### src/hdl/lpmt_ram.sv
`timescale 1ns / 1ps
// Generic single-write, single-read RAM with a registered read port.
// Standalone; holds the entry words of the prefix table.

module lpmt_ram #(
    parameter int WIDTH = 8,
    parameter int DEPTH = 64
) (
    input  logic                     i_clk,
    input  logic                     i_we,
    input  logic [$clog2(DEPTH)-1:0] i_waddr,
    input  logic [WIDTH-1:0]         i_wdata,
    input  logic [$clog2(DEPTH)-1:0] i_raddr,
    output logic [WIDTH-1:0]         o_rdata
);

    logic [WIDTH-1:0] r_mem [DEPTH];
    logic [WIDTH-1:0] r_rdata;

    always_ff @(posedge i_clk) begin
        if (i_we) begin
            r_mem[i_waddr] <= i_wdata;
        end
        r_rdata <= r_mem[i_raddr];
    end

    assign o_rdata = r_rdata;

endmodule

### config.mk
export PLATFORM = sky130hd
export DESIGN_NAME = lpmt_ram
export DESIGN_NICKNAME = d
export VERILOG_FILES = /design/src/hdl/lpmt_ram.sv
export SDC_FILE = /design/constraint.sdc
export NUM_CORES = 1
export LEC_CHECK = 0
export BUFFER_PORTS_ARGS = -buffer_cell sky130_fd_sc_hd__buf_2
export CAP_MARGIN = 10
export CORE_MARGIN = 2
export CORE_UTILIZATION = 50
export DETAILED_ROUTE_END_ITERATION = 16
export HOLD_SLACK_MARGIN = 0.08
export PLACE_DENSITY_LB_ADDON = 0.12
export SETUP_SLACK_MARGIN = 0.02
export SLEW_MARGIN = 10
export SYNTH_ARGS = -nofsm -noshare
export SYNTH_HDL_FRONTEND = slang
export SYNTH_SLANG_ARGS = --single-unit
### constraint.sdc
create_clock -name i_clk -period 2.7 [get_ports i_clk]
set_input_delay 0.81 -clock i_clk [delete_from_list [all_inputs] [get_ports i_clk]]
set_output_delay 0.81 -clock i_clk [all_outputs]
set_load 0.005 [all_outputs]
# ---- Word-level counts from Yosys, hierarchy flattened
# Memories as Yosys holds them, arrays and structs flattened. A register that Yosys moved wholly into a read port is not among the register bits.
# Cells that the tools add are included.
dict set report op_classes {
  mux 2
}
# cell count
set op_table {}
lappend op_table {{$mux W1} 2}
dict set report totals {
  elab_cells 3
  output_inout_bits 8
  mem_bits_rw 512
  register_bits 0
  mem_count 1
  inputBits 22
}
# name depth word_bits read_ports rd_ports_with_merged_regs wr line_no
set mem_list {}
lappend mem_list {r_mem 64 8 1 1 1 17} ;# logic [WIDTH-1:0] r_mem [DEPTH];

# ---- Longest topological paths before layout
dict set report logic_depth {
  ltp_word 2
  ltp_mapped 9
  ltp_nobuf 5
}

# ---- Least setup slack after synthesis
# OpenSTA, ideal clock, no wires.
dict set report synth_timing {
  path_type {input-to-reg}
  start {input i_raddr[1]}
  end {register r_rdata[3], in the netlist o_rdata[3], read port of r_mem}
  n_path_buf 3
  setup_ns 0.128
  stages 7
  slack_ns 0.222
  t_arrival_ns 2.350
  required_time_ns 2.572
  cell_sequence {buf_4 -> buf_2 -> buf_2 -> mux4_2 -> mux4_2 -> o21ai_1 -> o41ai_1}
}
# element line_no
set synth_rtl {}
lappend synth_rtl {{from (decl)} 13} ;# input logic [$clog2(DEPTH)-1:0] i_raddr,
lappend synth_rtl {{to (decl)} 18} ;# logic [WIDTH-1:0] r_rdata;

==> results.sh <==
export IMPL_outcome="complete, no violations"
export IMPL_postSynthCellCount=940
export IMPL_drt_total_wl_um=44900
export IMPL_nets=1139
export IMPL_wire_per_inst_um=26.7
export IMPL_cts_buffers=52
export IMPL_ys_async_sr_fraction_pct=0
export IMPL_crit_required_ns=3.17
export IMPL_post_cts_buffers=0
export IMPL_ctsHoldBuffers=0
export IMPL_worst_pin_slew_ns=0.931
export IMPL_fin_skew_ns=0.00815
export IMPL_cap_violations=0
export IMPL_worstHoldPathCells=3
export IMPL_ir_worst_vdd_mv=0.532
export IMPL_area_growth_pct=16.6
export IMPL_synthAdderAreaFrac_pct=0
export IMPL_max_freq_mhz=411
export IMPL_cp_cell_sequence="clkbuf_8, buf_12, buf_4, mux4_2, mux2i_1, o2111ai_1, nand2_1, o2bb2ai_1"
export IMPL_via_per_inst=5.85
export IMPL_p_per_area_nw_per_um2=709
export IMPL_firstDrtPassIters=6
export IMPL_top_usage_layer="met2"
export IMPL_antenna_found_initial=3
export IMPL_cts_tree="done"
export IMPL_setup_viol=0
export IMPL_cts_reportedPaths_clkPinSlew_ns=0.06
export IMPL_finalCriticalPeriod_ns=2.43
export IMPL_use_met2_pct=35.0
export IMPL_cts_sinks=520
export IMPL_ios=30
export IMPL_final_area_um2=23500
export IMPL_slew_viol_final=0
export IMPL_grt_max_degree=65
export IMPL_cts_resized=0
export IMPL_crit_start="i_raddr[0]"
export IMPL_ys_ff_latch=520
export IMPL_rows=73
export IMPL_critPathLaunchType="input port"
export IMPL_htreeDepth=2
export IMPL_synth_yosys_seq_area_share_pct=77.0
export IMPL_layout_commonest_cell="edfxtp_1"
export IMPL_slowest_stage="mux4_2"
export IMPL_cp_top_family="multiplexers"
export IMPL_avgSynthCellArea_um2=21.5
export IMPL_yosys_area_share_simple_pct=3.39
export IMPL_path_buf_inv=3
export IMPL_fillers=2926
export IMPL_drcViolationCount=0
export IMPL_slew_headroom_pct=37.9
export IMPL_leakage_uw=0.00766
export IMPL_hp_class="input port to register"
export IMPL_drive_above_1_share_pct=33.6
export IMPL_grt_met3_usage_pct=4.07
export IMPL_fin_crit_sh_pct=90.1
export IMPL_grt_pass1_wl_um=66900
export IMPL_synthMuxAreaShare_pct=15.9
export IMPL_slowest_delay_ns=0.55
export IMPL_synthesis_nets=962
export IMPL_min_from="i_raddr[5]"
export IMPL_core_area_um2=39700
export IMPL_drt_iter0_drc=913
export IMPL_cp_arrival_ns=2.90
export IMPL_ys_flop_type="edfxtp_1"
export IMPL_use_met1_pct=32.8
export IMPL_initial_utilization_pct=50.8
export IMPL_grt_pass1_vias=10018
export IMPL_synth_cell_types=40
export IMPL_rsz0062_at_grt="false"
export IMPL_yosysTopAreaCell="edfxtp_1"
export IMPL_cts_buffer_depth=3
export IMPL_port_buffers=29
export IMPL_endpoint_kind="register"
export IMPL_synth_area_um2=20200
export IMPL_r2r_cells=5
export IMPL_placed_area_um2=21900
export IMPL_clk_latency_ns=0.58
export IMPL_yosys_top_cells_area="edfxtp_1, mux4_2, nor2_1, mux2i_1, dfxtp_1"
export IMPL_grt_total_usage_pct=22.4
export IMPL_final_cell_mix="edfxtp_1, buf_4, mux4_2"
export IMPL_synth_top_area_share_pct=76.2
export IMPL_hold_violations=0
export IMPL_final_core_util_pct=59.2
export IMPL_die_area_um2=42000
export IMPL_vias=9830
export IMPL_final_antenna_net_count=0
export IMPL_die_h_um=205
export IMPL_synth_xor_area_share_pct=0
export IMPL_yosys_warnings=0
export IMPL_root_buffer="clkbuf_16"
export IMPL_synth_top_family_by_area="multiplexers"
export IMPL_cp_num_cells=8
export IMPL_dp_hpwl_um=29100
export IMPL_cp_max_fo=12
export IMPL_die_w_um=205
export IMPL_routabilityCongestion=0.789
export IMPL_grt_remaining_overflow=0
export IMPL_r2r_start="r_mem[21][4]$_DFFE_PP_"
export IMPL_crit_type="input port to register"
export IMPL_synth_compound_area_share_pct=2.07
export IMPL_synth_edff_count=512
[metrics by stage]
stage	total power [µW]	TNS [ns]	worst slack [ns]	cells	hold WS (ns)
2_1_floorplan	9600	0	0.222	940	0.718
3_3_place_gp	10000	-1.30	-0.334	1588	0.807
3_5_place_dp	10000	-1.49	-0.343	1588	0.815
4_1_cts	16800	0	0.276	1680	0.619
5_1_grt	17200	0	0.117	1680	0.656
6_report	16700	0	0.267	1681	0.660
[flip-flops by register name (all words and copies together), names as in the netlist]
register  flops
r_mem       512
o_rdata       8
[cell usage after synthesis (8+ instances only)]
cell type    n
mux2i_1     23
o221ai_1     8
edfxtp_1   512
mux2_2      13
nand3_1     13
nand2_1     19
buf_4       13
nor2_1      83
mux4_2     126
nor2b_1     14
o22ai_1      8
clkbuf_1    17
dfxtp_1      8
buf_2       11
[worst min-delay path, stage by stage]
cell and delay [ns]:
buf_2 0.21, nand2_1 0.11, o2bb2ai_1 0.06
[final timing paths]
check / endpoint / slack [ns]
min: o_rdata[2]$_DFF_P_ / 0.66
min reg2reg: o_rdata[6]$_DFF_P_ / 0.83
max: o_rdata[0]$_DFF_P_ / 0.27
max reg2reg: o_rdata[4]$_DFF_P_ / 0.63
[metal layers]
| layer | up-vias | wire, µm |
|---|---|---|
| li1 | 4288 | - |
| met1 | 5191 | 19900 |
| met2 | 276 | 21300 |
| met3 | 71 | 2670 |
| met4 | 4 | 972 |
| met5 | - | 24 |
[power by group]
part	total, µW	internal (µW)	switching [µW]
clock network	6830	3930	2890
logic	892	378	514
registers	8960	8930	27.0
[area by class of cell]
type | count | area, µm² | share of cell area [%]
clock buffers | 66 | 1410 | 5.97
diodes | 1 | 2.50 | 0.0106
repair buffers | 174 | 1410 | 5.99
flip-flops and latches | 520 | 15500 | 66.0
clock inverters | 26 | 199 | 0.846
multi-input cells | 369 | 4320 | 18.3
well taps | 525 | 657 | 2.79
[cells by family (layout without fill, tap and decap cells)]
| kind of cell | count (synthesis) | count (layout) |
|---|---|---|
| flops | 520 | 520 |
| other cells | 0 | 1 |
| buf+inv | 51 | 266 |
| compound gates | 54 | 54 |
| simple gates | 153 | 153 |
| mux | 162 | 162 |
Power figures use the tool's default switching activity.
