<file path="config.mk">
export PLATFORM = sky130hd
export DESIGN_NAME = lpmt_cmp
export DESIGN_NICKNAME = d
export VERILOG_FILES = /design/src/hdl/lpmt_pkg.sv /design/src/hdl/lpmt_cmp.sv
export SDC_FILE = /design/constraint.sdc
export NUM_CORES = 1
export LEC_CHECK = 0
export ABC_AREA = 1
export BUFFER_PORTS_ARGS = -buffer_cell sky130_fd_sc_hd__buf_2
export CELL_PAD_IN_SITES_DETAIL_PLACEMENT = 0
export CELL_PAD_IN_SITES_GLOBAL_PLACEMENT = 2
export CORE_ASPECT_RATIO = 1.25
export CORE_MARGIN = 5
export CORE_UTILIZATION = 19
export DETAILED_ROUTE_END_ITERATION = 12
export PLACE_DENSITY = 0.83
export SYNTH_ARGS = -nofsm -noshare
export SYNTH_HDL_FRONTEND = slang
export SYNTH_SLANG_ARGS = --single-unit
export TNS_END_PERCENT = 5
</file>
<file path="constraint.sdc">
create_clock -name vclk -period 3.31
set_input_delay 0.662 -clock vclk [all_inputs]
set_output_delay 0.662 -clock vclk [all_outputs]
set_load 0.05 [all_outputs]
</file>
<file path="src/hdl/lpmt_pkg.sv">
`timescale 1ns / 1ps
// Shared types, constants and helper functions of the longest-prefix-match table.
// Used by lpmt_cmp, longest_prefix_match_table_unit and the testbench; depends on nothing.

package lpmt_pkg;

    localparam int TABLE_ENTRIES = 64;
    localparam int PEER_ID_BITS  = 8;

    localparam int IDX_W = $clog2(TABLE_ENTRIES);
    localparam int CNT_W = $clog2(TABLE_ENTRIES + 1);

    localparam logic [IDX_W:0] SCAN_END = (IDX_W + 1)'(TABLE_ENTRIES);

    localparam logic [7:0] V4_KEY_LEN = 8'd32;
    localparam logic [7:0] V6_KEY_LEN = 8'd128;

    typedef enum logic [1:0] {
        REQ_LOOKUP = 2'd0,
        REQ_INSERT = 2'd1,
        REQ_REMOVE = 2'd2,
        REQ_UNUSED = 2'd3
    } t_req;

    typedef enum logic [1:0] {
        ST_OK      = 2'd0,
        ST_INVALID = 2'd1,
        ST_FULL    = 2'd2
    } t_status;

    typedef enum logic [1:0] {
        S_IDLE,
        S_SCAN,
        S_FINISH
    } t_state;

    typedef struct packed {
        logic                    family;
        logic [63:0]             prefix_hi;
        logic [63:0]             prefix_lo;
        logic [7:0]              len;
        logic [PEER_ID_BITS-1:0] peer;
    } t_entry;

    localparam int ENTRY_W = $bits(t_entry);

    typedef struct packed {
        logic lpm_hit;
        logic exact_hit;
        logic peer_hit;
    } t_cmp_res;

    function automatic logic [127:0] prefix_mask(input logic v6, input logic [7:0] len);
        logic [127:0] ones6;
        logic [31:0]  ones4;
        ones6 = '1;
        ones4 = '1;
        if (v6) begin
            return ~(ones6 >> len);
        end
        return {96'd0, ~(ones4 >> len)};
    endfunction

    function automatic logic [PEER_ID_BITS-1:0] peer_from_port(input logic [7:0] p);
        logic [PEER_ID_BITS+7:0] ext;
        ext = {{PEER_ID_BITS{1'b0}}, p};
        return ext[PEER_ID_BITS-1:0];
    endfunction

    function automatic logic [7:0] peer_to_port(input logic [PEER_ID_BITS-1:0] p);
        logic [PEER_ID_BITS+7:0] ext;
        ext = {8'd0, p};
        return ext[7:0];
    endfunction

endpackage

</file>
<file path="src/hdl/lpmt_cmp.sv">
`timescale 1ns / 1ps
// Shared entry comparator: matches one stored entry against the request key.
// Depends on lpmt_pkg.

module lpmt_cmp (
    input  lpmt_pkg::t_entry   i_key,
    input  lpmt_pkg::t_entry   i_entry,
    input  logic               i_valid,
    output lpmt_pkg::t_cmp_res o_res
);

    logic [127:0] w_mask;
    logic [127:0] w_masked;
    logic         w_prefix_eq;

    assign w_mask      = lpmt_pkg::prefix_mask(i_key.family, i_entry.len);
    assign w_masked    = {i_key.prefix_hi, i_key.prefix_lo} & w_mask;
    assign w_prefix_eq = (w_masked == {i_entry.prefix_hi, i_entry.prefix_lo})
                         && (i_entry.family == i_key.family);

    // An insert key is already masked to its own length, so an exact match is
    // a covering match of equal length.
    assign o_res.lpm_hit   = i_valid && w_prefix_eq;
    assign o_res.exact_hit = i_valid && w_prefix_eq && (i_entry.len == i_key.len);
    assign o_res.peer_hit  = i_valid && (i_entry.peer == i_key.peer);

endmodule

</file>
After elaboration in Yosys (flattened, before gate mapping)

Cells that the tools add are included.

Equality and inequality tests: 4
Shift operators: 2
Mux-type cells: 3
Bitwise gates (word level): 3
Reductions and logical operators: 4

Operator list:

| operator                                                               | count |
|---|---|
| 128-bit 2-to-1 mux                                                     | 2 |
| 128-bit bitwise AND                                                    | 1 |
| 128-bit equality test                                                  | 1 |
| 128-bit inverter                                                       | 1 |
| 128-bit by 8-bit >> shifter with 128-bit output (first input constant) | 1 |
| 32-bit inverter                                                        | 1 |
| 32-bit by 8-bit >> shifter with 32-bit output (first input constant)   | 1 |
| 8-bit equality test                                                    | 2 |
| 1-bit logical AND                                                      | 4 |
| 1-bit equality test                                                    | 1 |
| 1-bit 2-to-1 mux                                                       | 1 |

Bits in registers: 0
Input port bits: 291
Output and inout bits: 3
Word-level logic and storage cells: 16

Depth between registers and ports, before layout

Gate-level depths: netlist of run 1.

Word-level depth: 9
Depth in mapped cells: 18
Mapped depth without buffers: 17

Worst setup path after synthesis of run 1

OpenSTA, ideal clock, no wires.

Kind: input to output
Start point: input port i_entry[5] (netlist name)
End point: output port o_res[0] (netlist name)
Arrival time: 3.409 ns
Data required time: 2.648 ns
Slack: -0.761 ns
Stages: 5
Buffers on the path: 0
Cells stage by stage: inv_1 -> nor2_1 -> a211oi_1 -> nand3_1 -> a2111oi_0

RTL lines:

| what        | RTL line      | text |
|---|---|---|
| from (decl) | lpmt_cmp.sv:7 | `input lpmt_pkg::t_entry i_entry,` |
| to (decl)   | lpmt_cmp.sv:9 | `output lpmt_pkg::t_cmp_res o_res` |

==> results of run 1 <==
[area by class of cell]
cell class         instances  area share [%]
multi-input cells       1015            52.1
repair buffers           495            34.9
inverters                206            8.30
well taps                355            4.67
diodes                     1          0.0263
[cells in the mapped netlist, types with 2 or more instances]
cell type	number	area, um^2
o21bai_1	2	15.0
nor2_2	4	25.0
o211ai_1	3	22.5
clkinv_1	2	7.51
buf_4	5	37.5
a21boi_0	6	45.0
clkbuf_1	8	30.0
a21oi_1	8	40.0
nand4_1	42	263
nand2_1	601	2260
nand3_1	147	736
o21ai_0	32	160
nand3b_1	40	300
buf_2	22	110
xor2_1	3	26.3
xnor2_1	13	114
o21a_1	2	15.0
inv_1	203	762
buf_1	3	11.3
nor2_1	105	394
[worst min path at each step]
stage / slack (ps) / cells past startpoint / end
2_1_floorplan: 1500 / 1 / o_res[0]
3_3_place_gp: 1700 / 3 / o_res[0]
3_5_place_dp: 1700 / 3 / o_res[0]
4_1_cts: 1700 / 3 / o_res[0]
5_1_grt: 1720 / 3 / o_res[0]
6_report: 1700 / 3 / o_res[0]
[power by group]
| group | internal (uW) | leakage, uW | total, uW | switching [uW] |
|---|---|---|---|---|
| clock network | 0.0000404 | 0.00000000634 | 0.0000404 | 0 |
| registers | 0 | 0 | 0 | 0 |
| logic | 515 | 0.00574 | 1150 | 637 |
[worst min-delay path: stages]
cell and delay, ps:
buf_2 110, a2111oi_2 60, buf_2 200
[per-layer routing]
layer / part of all wire (%) / track usage, %
met3: 5.4 / 2.53
met2: 51 / 41.6
met5: 0.019 / 0
met4: 2.2 / 3.67
met1: 42 / 25.9
[per-stage QoR]
stage | power [uW] | TNS, ps | util, % | setup WS, ps
global route | 1260 | -339 | 33.6 | -197
detailed placement | 1030 | -1460 | 30.4 | -761
finish | 1150 | -116 | 33.6 | -79.1
CTS | 1100 | -250 | 32.3 | -159
global placement | 1030 | -1500 | 30.4 | -779
floorplan | 477 | -82.6 | - | -82.6
[logic make-up (layout without fill, tap and decap cells)]
logic type,after synthesis,count (layout),synth area share (%)
buffers and inverters,244,701,17.8
other,0,1,0
xor gates and xnor gates,16,16,2.59
AOI/OAI and AO/OA,58,58,6.12
and+or+nand+nor,941,941,73.5
[what timing repair did]
item	4_1_cts	5_1_grt
buffers inserted	10	9
pin swaps	27	44
setup endpoints to repair	2	2
endpoints found under the hold margin	0	0
gates resized for setup	132	99
gates cloned	2	0
==> metrics.cfg, run 1 <==
[hold_path]
worstHoldStart=i_key[4]
hp-class=input pin to primary output

[sta]
worst_slew_pin_slew_ps=477
hold_slack_ps=1700
hold_viol_final=0
drv_slew=0
max_freq_ghz=0.295
relSlewSlack_pct=67.9
setup_viol=2
timing.final.ws_setup_ps=-79.1
fin_crit_ps=3390
grt_setup_unrepaired=true
fin_crit_sh_pct=102

[worst_setup_path]
max_stage_delay_ps=160
startpoint_type=input pin
crit_cells=20
cpMaxStageDelayCell=buf_6
crit_top_cell=nand2_1
worstPathMaxFanout=5
cp-end-kind=primary output
crit_start=i_entry[15]
crit_type=input pin to primary output
path_cells=buf_12 -> nor2_4 -> buf_6 -> nand2_8 -> buf_4 -> buf_4 -> nand2_1 -> nand2_1 -> nand2_1 -> nand3_1 -> nor2_1 -> nand2_1 -> nor2_1 -> nand2_1 -> nor2_2 -> nand2_2 -> nor2_2 -> nand3_2 -> nor2_2 -> buf_6
crit_family=simple AND/OR/NAND/NOR gates
cp.arrival_ps=2730
worst_ep_required_time_ps=2650
path_buf_inv=5
crit_path_end=o_res[1]

[die]
num_io_pins=294
initial_core_util_pct=19.1
dieArea_mm2=0.0320
dieWidth_um=161
core_mm2=0.0283
die_h_um=199
rows=69

[finish]
seq_area_um2=0
drive_gt1_share_pct=36.5
multiInputGateArea_mm2=0.00496
final_common_cell=nand2_1
fin_cells=2072
fillers=3345
syn2layout_area_growth_pct=75.6
final_nets=2009
final_cell_mix=nand2_1 (548), buf_2 (283), inv_1 (192), buf_4 (171), nand3_1 (129)
finalInstanceArea_mm2=0.00951
clockBufferCount=0
seq_cells=0

[global_route]
antenna_found_initial=1
track_usage_pct=21.5
grt_pass1_wl_um=52800
overflow=0
grt_max_degree=32
grt_pass1_vias=8978

[logic_synthesis]
postSynthCellCount=1259
ys_seq_area_share_pct=0
syn_nets=1550
yosys.cell_types.count=28
yosysWarnings=0
syn_avg_cell_area_um2=4.30
synth_area_mm2=0.00542

[routing]
dr.pass1.iters=5
drc=0
via_count=9198
ant_nets=0
wl_per_cell_um=17.8
wirelength_um=36800
via_per_inst=4.44
drt_iter0_drc=581

[pwr]
powerDensity_mw_per_mm2=121
p_leak_uw=0.00574
ir_drop_mv=0.0381

[job]
cap_violations=0

[place]
gp_congestion=0.944
portBuffers=294
dp_hpwl_um=32500
dp_cells=2051
post_dp_cell_area_mm2=0.00860

[status]
violations=negative setup slack
status=complete, but fails checks

[clock_tree]
hold_buffers=0

Note: power is estimated with default switching activity, not from simulation.
==> run 2: changes to the inputs <==
==> constraint.sdc (replaced) <==
create_clock -name vclk -period 3.3
set_input_delay 0.66 -clock vclk [all_inputs]
set_output_delay 0.66 -clock vclk [all_outputs]
set_load 0.05 [all_outputs]
==> metrics.cfg, run 2 (synthesized netlist as in run 1, its figures left out) <==
[place]
portBuffers=294
dp_hpwl_um=32500
post-place-ws_ps=-806
gp_congestion=0.968

[pwr]
powerDensity_mw_per_mm2=122
ir_drop_mv=0.0360
p_leak_uw=0.00583

[job]
cap_violations=0

[worst_setup_path]
crit_top_cell=nand2_1
worst_ep_required_time_ps=2640
crit_family=simple AND/OR/NAND/NOR gates
path_buf_inv=4
startpoint_type=input pin
worstPathMaxFanout=5
max_stage_delay_ps=180
path_cells=buf_12 -> nor2_4 -> buf_12 -> nand2_8 -> nor2_2 -> buf_4 -> nand3_1 -> nand3_1 -> nand2_1 -> nand2_1 -> nand2_1 -> nor2_1 -> nand2_1 -> nor2_4 -> nand3_4 -> nor2_4 -> buf_6
cp-end-kind=primary output
cp.arrival_ps=2720
cpMaxStageDelayCell=nor2_4
crit_type=input pin to primary output

[finish]
drive_gt1_share_pct=38.0
num_antenna_cells=0
syn2layout_area_growth_pct=80.5
fillers=3328
seq_cells=0
seq_area_um2=0
final_common_cell=nand2_1
final_nets=2011
final_cell_mix=nand2_1 (536), buf_2 (283), inv_1 (188), buf_4 (167), nand3_1 (131)
clockBufferCount=0
fin_util_pct=34.5

[routing]
met2WireLength_um=18500
via_count=9371
routed-wl-met3_um=2070
highest_layer=met4
wl_per_cell_um=17.9
dr.pass1.iters=5
wl_met1_um=15200
ant_nets=0
wirelength_um=37200
drc=0
via_per_inst=4.52
drt_iter0_drc=534

[global_route]
grt_pass1_wl_um=53000
overflow=0
track_usage_pct=21.7
grt_pass1_vias=9130
antenna_found_initial=0
grt_max_degree=32

[sta]
grt_setup_unrepaired=true
fin_crit_sh_pct=102
drv_slew=0
max_freq_ghz=0.296
timing.final.ws_setup_ps=-77.9
hold_viol_final=0
fin_crit_ps=3380
relSlewSlack_pct=67.1
setup_viol=2
worst_slew_pin_slew_ps=488
hold_slack_ps=1700

[die]
dieArea_mm2=0.0320
num_io_pins=294
die_h_um=199
initial_core_util_pct=19.1
dieWidth_um=161
rows=69
core_mm2=0.0283

[hold_path]
hold_depth=3
min_to=o_res[0]
hp-class=input pin to primary output
worstHoldStart=i_key[4]

[status]
violations=negative setup slack
status=complete, but fails checks

-- run 2: cell count changes in the layout (fill, tap and decap cells not counted), sizes merged --
| cell | change |
|---|---|
| buf | +1 |
| clkbuf | +1 |
| diode | -1 |
-- run 2: stage by stage --
stage | total power (uW) | TNS, ps | cell area [um^2] | instances
after floorplan | 478 | -88.6 | 5430 | 1259
after global placement | 1030 | -1660 | 8590 | 2050
after detailed placement | 1040 | -1560 | 8590 | 2050
after CTS | 1130 | -255 | 9230 | 2064
after global routing | 1310 | -427 | 9780 | 2073
final | 1190 | -140 | 9780 | 2073
-- run 2: layout make-up --
type	count	area [um^2]	share of cell area, %
multi-input cells	1015	5130	52.5
inverters	206	797	8.15
well taps	355	444	4.54
repair buffers	497	3410	34.8
-- run 2: per-layer routing --
metal,vias up,GRT usage (%)
li1,4821,-
met1,4192,25.8
met2,311,39.7
met3,47,3.13
met4,0,7.68
met5,-,0
-- run 2: what timing repair did --
item | in CTS | in global routing
cloned | 2 | 1
hold buffers | 0 | 0
pin swaps | 30 | 64
buffers inserted | 12 | 8
gates resized for setup | 148 | 139
endpoints found under the setup margin | 2 | 2
-- run 2: worst max-delay path by stage --
stage / from / endpoint / slack [ps] / cells after the start
after global placement: i_entry[11] / o_res[1] / -850 / 20
after detailed placement: i_entry[11] / o_res[1] / -810 / 20
after floorplan: i_entry[14] / o_res[1] / -90 / 17
final: i_entry[15] / o_res[1] / -80 / 17
after CTS: i_entry[14] / o_res[1] / -160 / 20
after global routing: i_entry[13] / o_res[1] / -220 / 20
-- run 2: power breakdown --
part	switching, uW	leakage [uW]	internal, uW
clock network	0	0	0
registers	0	0	0
logic	658	0.00583	533
==> run 3: changes to the inputs <==
--- a/config.mk
+++ b/config.mk
@@ -9,7 +9,6 @@
 export BUFFER_PORTS_ARGS = -buffer_cell sky130_fd_sc_hd__buf_2
 export CELL_PAD_IN_SITES_DETAIL_PLACEMENT = 0
 export CELL_PAD_IN_SITES_GLOBAL_PLACEMENT = 2
-export CORE_ASPECT_RATIO = 1.25
 export CORE_MARGIN = 5
 export CORE_UTILIZATION = 19
 export DETAILED_ROUTE_END_ITERATION = 12
==> metrics.cfg, run 3 (synthesized netlist as in run 1, its figures left out) <==
[die]
dieWidth_um=179
dieArea_mm2=0.0320
die_h_um=179
initial_core_util_pct=19.3
rows=61
num_io_pins=294
core_mm2=0.0280

[finish]
final_common_cell=nand2_1
final_nets=2006
fillers=3319
final_cell_mix=nand2_1 (553), buf_2 (283), inv_1 (195), buf_4 (170), nand3_1 (141)
seq_area_um2=0
clockBufferCount=0
syn2layout_area_growth_pct=73.2
num_antenna_cells=0
multiInputGateArea_mm2=0.00490
seq_cells=0
drive_gt1_share_pct=35.4

[sta]
relSlewSlack_pct=66.6
hold_slack_ps=1670
fin_crit_ps=3510
fin_crit_sh_pct=106
fin_tns_setup_ps=-381
timing.final.ws_setup_ps=-208
max_freq_ghz=0.285
grt_setup_unrepaired=true
setup_viol=2
worst_slew_pin_slew_ps=495
drv_slew=0
hold_viol_final=0

[place]
gp_congestion=0.973
portBuffers=294
dp_hpwl_um=32300

[global_route]
track_usage_pct=21.6
overflow=0
grt_max_degree=40
antenna_found_initial=5
grt_pass1_wl_um=52600
grt_pass1_vias=9112

[worst_setup_path]
cpMaxStageDelayCell=nor2_4
path_cells=buf_8 -> nor2_4 -> buf_12 -> buf_12 -> nand3_1 -> nand3b_1 -> nand2_1 -> nor2_2 -> nand2_1 -> nor2_1 -> nand2_2 -> nor2_1 -> nand2_1 -> nor2_2 -> nand3_2 -> nor2_2 -> buf_6
worstPathMaxFanout=7
crit_type=input pin to primary output
path_buf_inv=4
cp.arrival_ps=2850
max_stage_delay_ps=280
startpoint_type=input pin
cp-end-kind=primary output
worst_ep_required_time_ps=2640
crit_family=simple AND/OR/NAND/NOR gates

[status]
violations=negative setup slack
status=complete, but fails checks

[routing]
drc=0
wirelength_um=36700
dr.pass1.iters=5
wl_per_cell_um=17.5
via_per_inst=4.45
via_count=9297
ant_nets=0
drt_iter0_drc=526

[hold_path]
hp-class=input pin to primary output

[pwr]
swShare_pct=55.9
powerDensity_mw_per_mm2=121
p_leak_uw=0.00567
p_seq_share_pct=0
clock_power_share_pct=0
switchingPower_uw=635
ir_drop_mv=0.0411
power.internal_uw=502
pwr-share-comb_pct=100.0

[clock_tree]
hold_buffers=0

[job]
cap_violations=0

run 3: changes by cell type in the layout (fill, tap and decap cells not counted), moves of 7 or more:
cell     change
buf_12       -7
inv_1        +7
nand2_1     +17
nand2_4     -12
nand3_1     +10
nand3_2      -7
run 3: routing by layer:
layer / part of all wire, % / track usage [%] / vias up
met4: 1.4 / 2.49 / 10
met1: 45 / 29.2 / 4142
met5: 0.13 / 0 / -
met2: 47 / 38.1 / 303
li1: - / - / 4807
met3: 6.2 / 2.51 / 35
run 3: timing repair:
action,4_1_cts,5_1_grt
gates cloned,1,0
endpoints found under the setup margin,2,2
setup buffers,12,10
gates resized for setup,113,91
pin swaps,18,41
run 3: final timing paths:
kind | start | end | slack [ps] | cells past startpoint
worst max-delay path | i_entry[15] | o_res[1] | -210 | 17
worst min-delay path | i_key[4] | o_res[0] | 1670 | 3
run 3: cell type report:
| cell class | count | area share (%) |
|---|---|---|
| multi-input combinational | 1015 | 52.3 |
| inverter | 206 | 8.32 |
| tap | 378 | 5.04 |
| timing repair buffer | 492 | 34.4 |
run 3: power groups by stage:
stage          logic (uW)  clock network, uW  registers, uW
2_1_floorplan         478                  0              0
3_3_place_gp         1020                  0              0
3_5_place_dp         1020                  0              0
4_1_cts              1090                  0              0
5_1_grt              1250                  0              0
6_report             1140                  0              0
run 3: metrics by stage:
step | instance area (um^2) | util [%] | setup WS [ps] | cells | total power [uW]
after detailed placement | 8540 | 30.5 | -868 | 2069 | 1020
after global routing | 9390 | 33.5 | -308 | 2091 | 1250
final | 9390 | 33.5 | -208 | 2091 | 1140
after global placement | 8540 | 30.5 | -1000 | 2069 | 1020
after floorplan | 5430 | - | -88.6 | 1259 | 478
after CTS | 9040 | 32.3 | -217 | 2082 | 1090
